### src/hw/rtl/chs_pkg.sv
`timescale 1ns / 1ps
`default_nettype none

package chs_pkg;

  // Field widths
  localparam int VALUE_W  = 31;
  localparam int BCNT_W   = 9;
  localparam int BIDX_W   = 8;
  localparam int KIND_W   = 2;
  localparam int STATUS_W = 2;

  // Defaults for the top-level parameters
  localparam int NUM_BUCKETS_DEF = 256;
  localparam int BUCKET_WAYS_DEF = 8;

  localparam logic [BCNT_W-1:0] BCNT_RESET = BCNT_W'(256);

  // Operation codes
  localparam logic [KIND_W-1:0] KIND_SEARCH = 2'd0;
  localparam logic [KIND_W-1:0] KIND_INSERT = 2'd1;
  localparam logic [KIND_W-1:0] KIND_DELETE = 2'd2;

  // Result status codes
  localparam logic [STATUS_W-1:0] ST_DONE      = 2'd0;
  localparam logic [STATUS_W-1:0] ST_FULL      = 2'd1;
  localparam logic [STATUS_W-1:0] ST_NOT_FOUND = 2'd2;

endpackage

`default_nettype wire

### src/hw/rtl/chs_mod.sv
`timescale 1ns / 1ps
`default_nettype none

// Restoring remainder, one dividend bit per cycle.
module chs_mod (
  input  wire                          clk,
  input  wire                          rst,
  input  wire                          start,
  input  wire [chs_pkg::VALUE_W-1:0]   dividend,
  input  wire [chs_pkg::BCNT_W-1:0]    divisor,
  output logic                         done,
  output logic [chs_pkg::BCNT_W-1:0]   rem
);
  import chs_pkg::*;

  localparam int CNT_W = $clog2(VALUE_W + 1);

  logic                  running;
  logic [CNT_W-1:0]      cnt;
  logic [VALUE_W-1:0]    dvd;
  logic [BCNT_W-1:0]     dsr;
  logic [BCNT_W:0]       trial;
  logic [BCNT_W:0]       diff;

  assign trial = {rem, dvd[VALUE_W-1]};
  assign diff  = trial - {1'b0, dsr};

  always_ff @(posedge clk) begin
    if (rst) begin
      running <= 1'b0;
      done    <= 1'b0;
      cnt     <= '0;
    end else begin
      done <= 1'b0;
      if (start) begin
        running <= 1'b1;
        cnt     <= CNT_W'(VALUE_W);
        dvd     <= dividend;
        dsr     <= divisor;
        rem     <= '0;
      end else if (running) begin
        // trial < 2*dsr, so the difference fits in BCNT_W bits
        if (trial >= {1'b0, dsr}) begin
          rem <= diff[BCNT_W-1:0];
        end else begin
          rem <= trial[BCNT_W-1:0];
        end
        dvd <= {dvd[VALUE_W-2:0], 1'b0};
        cnt <= cnt - 1'b1;
        if (cnt == CNT_W'(1)) begin
          running <= 1'b0;
          done    <= 1'b1;
        end
      end
    end
  end

endmodule

`default_nettype wire

### config.mk
export PLATFORM = sky130hd
export DESIGN_NAME = chs_mod
export DESIGN_NICKNAME = d
export VERILOG_FILES = /design/src/hw/rtl/chs_pkg.sv /design/src/hw/rtl/chs_mod.sv
export SDC_FILE = /design/constraint.sdc
export NUM_CORES = 1
export LEC_CHECK = 0
export ABC_CLOCK_PERIOD_IN_PS = 4550
export BUFFER_PORTS_ARGS = -buffer_cell sky130_fd_sc_hd__buf_2
export CORE_MARGIN = 2
export CORE_UTILIZATION = 40
export CTS_CLUSTER_DIAMETER = 50
export DETAILED_ROUTE_END_ITERATION = 6
export PLACE_DENSITY = 0.7
export SYNTH_ARGS = -nofsm -noshare
export SYNTH_HDL_FRONTEND = slang
export SYNTH_SLANG_ARGS = --single-unit
### constraint.sdc
create_clock -name clk -period 4.55 [get_ports clk]
set_clock_uncertainty 0.2 [all_clocks]
set_input_delay 0.91 -clock clk [delete_from_list [all_inputs] [get_ports clk]]
set_output_delay 0.91 -clock clk [all_outputs]
set_load 0.05 [all_outputs]
==> impl_metrics.toml <==
[grt]
overflow = 0
grt_pass1_wl_um = 8204
use_met3 = 0.03864
use_met1 = 0.1819
grt_use_met2 = 0.2176
busiest_layer = "met2"
antenna_found_initial = 0
grt_pass1_vias = 1733
grt_start_max_net_pins = 42
grt_usage = 0.1383

[worst_setup_path]
path_cells = "inv_1, ha_1, inv_1, fa_1, a21o_1, a311oi_1, o21bai_1, o311a_1"
cp.required_ps = 4410
reg2reg_to = "rem[8]"
rr_worst_depth = 8
reg2reg_setup_slack_ps = 2020
path_common_cell = "inv_1"
arrival_ps = 2390
crit_fanout = 3
cp-start-kind = "flip-flop"
rr_startpoint = "dvd[30]"
crit_cells = 8
crit_end = "rem[8]"
crit_path_end_kind = "flip-flop"
crit_family = "compound AO/OA/AOI/OAI gates"
max_stage_delay_ps = 420
crit_type = "flip-flop to flip-flop"
startpoint = "dvd[30]"
cp.buffers_inverters = 2
crit_slowest_cell = "edfxtp_1"

[synth]
async_flop_share = 0
yosysSeqAreaShare = 0.5722
syn_inst = 216
synth.avg_cell_area_um2 = 13.04
synth_edf_count = 49
yosysWarnings = 0
synthTopCellsByArea = "edfxtp_1 52%, mux2_2 12%, dfxtp_1 5.0%, ha_1 4.9%, a21oi_1 2.8%"
synth_top_area_share = 0.5224
yosysTopAreaCell = "edfxtp_1"
ys_types = 45
ys.flop_type = "edfxtp_1"
synth.cell_area_mm2 = 0.002816
post-synth-top-count-cell = "edfxtp_1"
ys_ff_latch = 56
syn_nets = 271
synthTopCellsByCount = "49 x edfxtp_1, 30 x mux2_2, 16 x a21oi_1"

[clock_network]
h-tree-depth = 2
cts_setup_buffers = 0
clockBufferDepth = 2
cts-root-buf = "clkbuf_8"
clock_latency_ps = 310
cts_tree = "done"
cts_resized = 0
cts_sinks = 56
clk_pin_slew_ps = 100
cts_buffers = 5
cts_hold_buffers = 0

[die]
die_area_mm2 = 0.007728
ioPinCount = 53
chipHeight_um = 87.91
dieWidth_um = 87.91
core_mm2 = 0.006794
core.rowCount = 30
initial_utilization = 0.4145

[sta]
fin_tns_setup_ps = 0
final-setup-viol-count = 0
final_max_slew_viol_count = 0
clock.fmax_mhz = 395.3
fin_crit_sh = 0.5560
hold_viol = 0
worstMarginPinSlew_ps = 1104
min_period_ps = 2530
rsz0062_at_grt = "false"
maxSlewHeadroom = 0.2622

[outcome]
status = "complete, no violations"

[placement]
numPortBuffers = 52
globalplace.congestion = 0.8146
place_hpwl_um = 3659

[detailed_routing]
drtIter0Drc = 83
ant_nets = 0
dr.pass1.iters = 4
drc = 0
wl_per_cell_um = 13.99
vias_per_cell = 5.044
routed_wirelength_um = 5077
num_vias = 1831

[pwr]
finalPower_uw = 1217
ir_drop_mv = 0.2472
power.leakage_uw = 0.001294
powerDensity_mw_per_mm2 = 371.3

[final_layout]
n_fill_cell = 631
synthToLayoutAreaGrowth_pct = 16.39
nNetsFinal = 321
drive_gt1_frac = 0.3670
insertedDiodeCount = 0

[min_path]
hold_class = "flip-flop to flip-flop"

[job]
max-cap-violations = 0
## layout make-up
class | count | area, um2 | area share
flip-flops and latches | 56 | 1612 | 0.4916
inverters | 15 | 56.30 | 0.01718
well taps | 96 | 120.1 | 0.03664
clock buffers | 5 | 68.82 | 0.02099
clock inverters | 3 | 47.55 | 0.01450
repair buffers | 53 | 267.8 | 0.08168
multi-input cells | 135 | 1106 | 0.3374
## where the power goes
part / internal [uW] / switching (uW) / total, uW
logic: 109 / 155 / 265
registers: 608 / 19.1 / 627
clock network: 166 / 159 / 325
## state kept, by name (all words and copies together) (netlist names)
| name | cells |
|---|---|
| done | 1 |
| running | 1 |
| cnt | 5 |
| dsr | 9 |
| dvd | 31 |
| rem | 9 |
## placed cells by master, fill, tap and decap left out, types with 2 or more instances in the layout
| master | instances |
|---|---|
| xnor2_1 | 5 |
| buf_2 | 52 |
| a21oi_1 | 16 |
| o21ai_0 | 3 |
| inv_1 | 15 |
| edfxtp_1 | 49 |
| o21ai_1 | 2 |
| a31oi_1 | 2 |
| nor2b_1 | 3 |
| ha_1 | 11 |
| clkbuf_8 | 5 |
| a21o_1 | 6 |
| clkinv_4 | 2 |
| dfxtp_1 | 7 |
| nor2_1 | 9 |
| mux2_2 | 30 |
| o2111ai_1 | 2 |
| a211oi_1 | 2 |
| nand3_1 | 5 |
| nand2_1 | 10 |
| nor4b_1 | 2 |
| a221oi_1 | 2 |
| and3_1 | 3 |
## stage by stage
| stage | hold slack [ps] | util | std cells | worst slack, ps | instance area (um2) |
|---|---|---|---|---|---|
| floorplan | 324.8 | - | 216 | 1097 | 2816 |
| global placement | 330.2 | 0.4654 | 355 | 2000 | 3162 |
| detailed placement | 332.2 | 0.4654 | 355 | 1973 | 3162 |
| CTS | 354.4 | 0.4825 | 363 | 2009 | 3278 |
| global route | 356.6 | 0.4825 | 363 | 1831 | 3278 |
| finish | 354.3 | 0.4825 | 363 | 2020 | 3278 |
## worst min-delay path by stage
| stage | start | to | slack (ps) | depth (start not counted) |
|---|---|---|---|---|
| floorplan | dvd[9] | dvd[10] | 320 | 1 |
| global placement | dvd[6] | dvd[7] | 330 | 1 |
| detailed placement | dvd[20] | dvd[21] | 330 | 1 |
| CTS | dvd[5] | dvd[6] | 350 | 1 |
| global route | dvd[5] | dvd[6] | 360 | 1 |
| finish | dvd[28] | dvd[29] | 350 | 1 |
## logic make-up after synthesis
| family | synth area share |
|---|---|
| compound gates | 0.1191 |
| xor+xnor | 0.01866 |
| fa+ha+maj | 0.05597 |
| buf+inv | 0.03776 |
| flops | 0.5722 |
| mux | 0.1235 |
| simple gates | 0.07286 |
## routing by layer
metal	part of all wire	vias up
met5	0	-
met4	0.019	0
met3	0.058	8
met2	0.45	48
met1	0.48	866
li1	-	909
No activity file was read; power rests on OpenSTA's default activity.
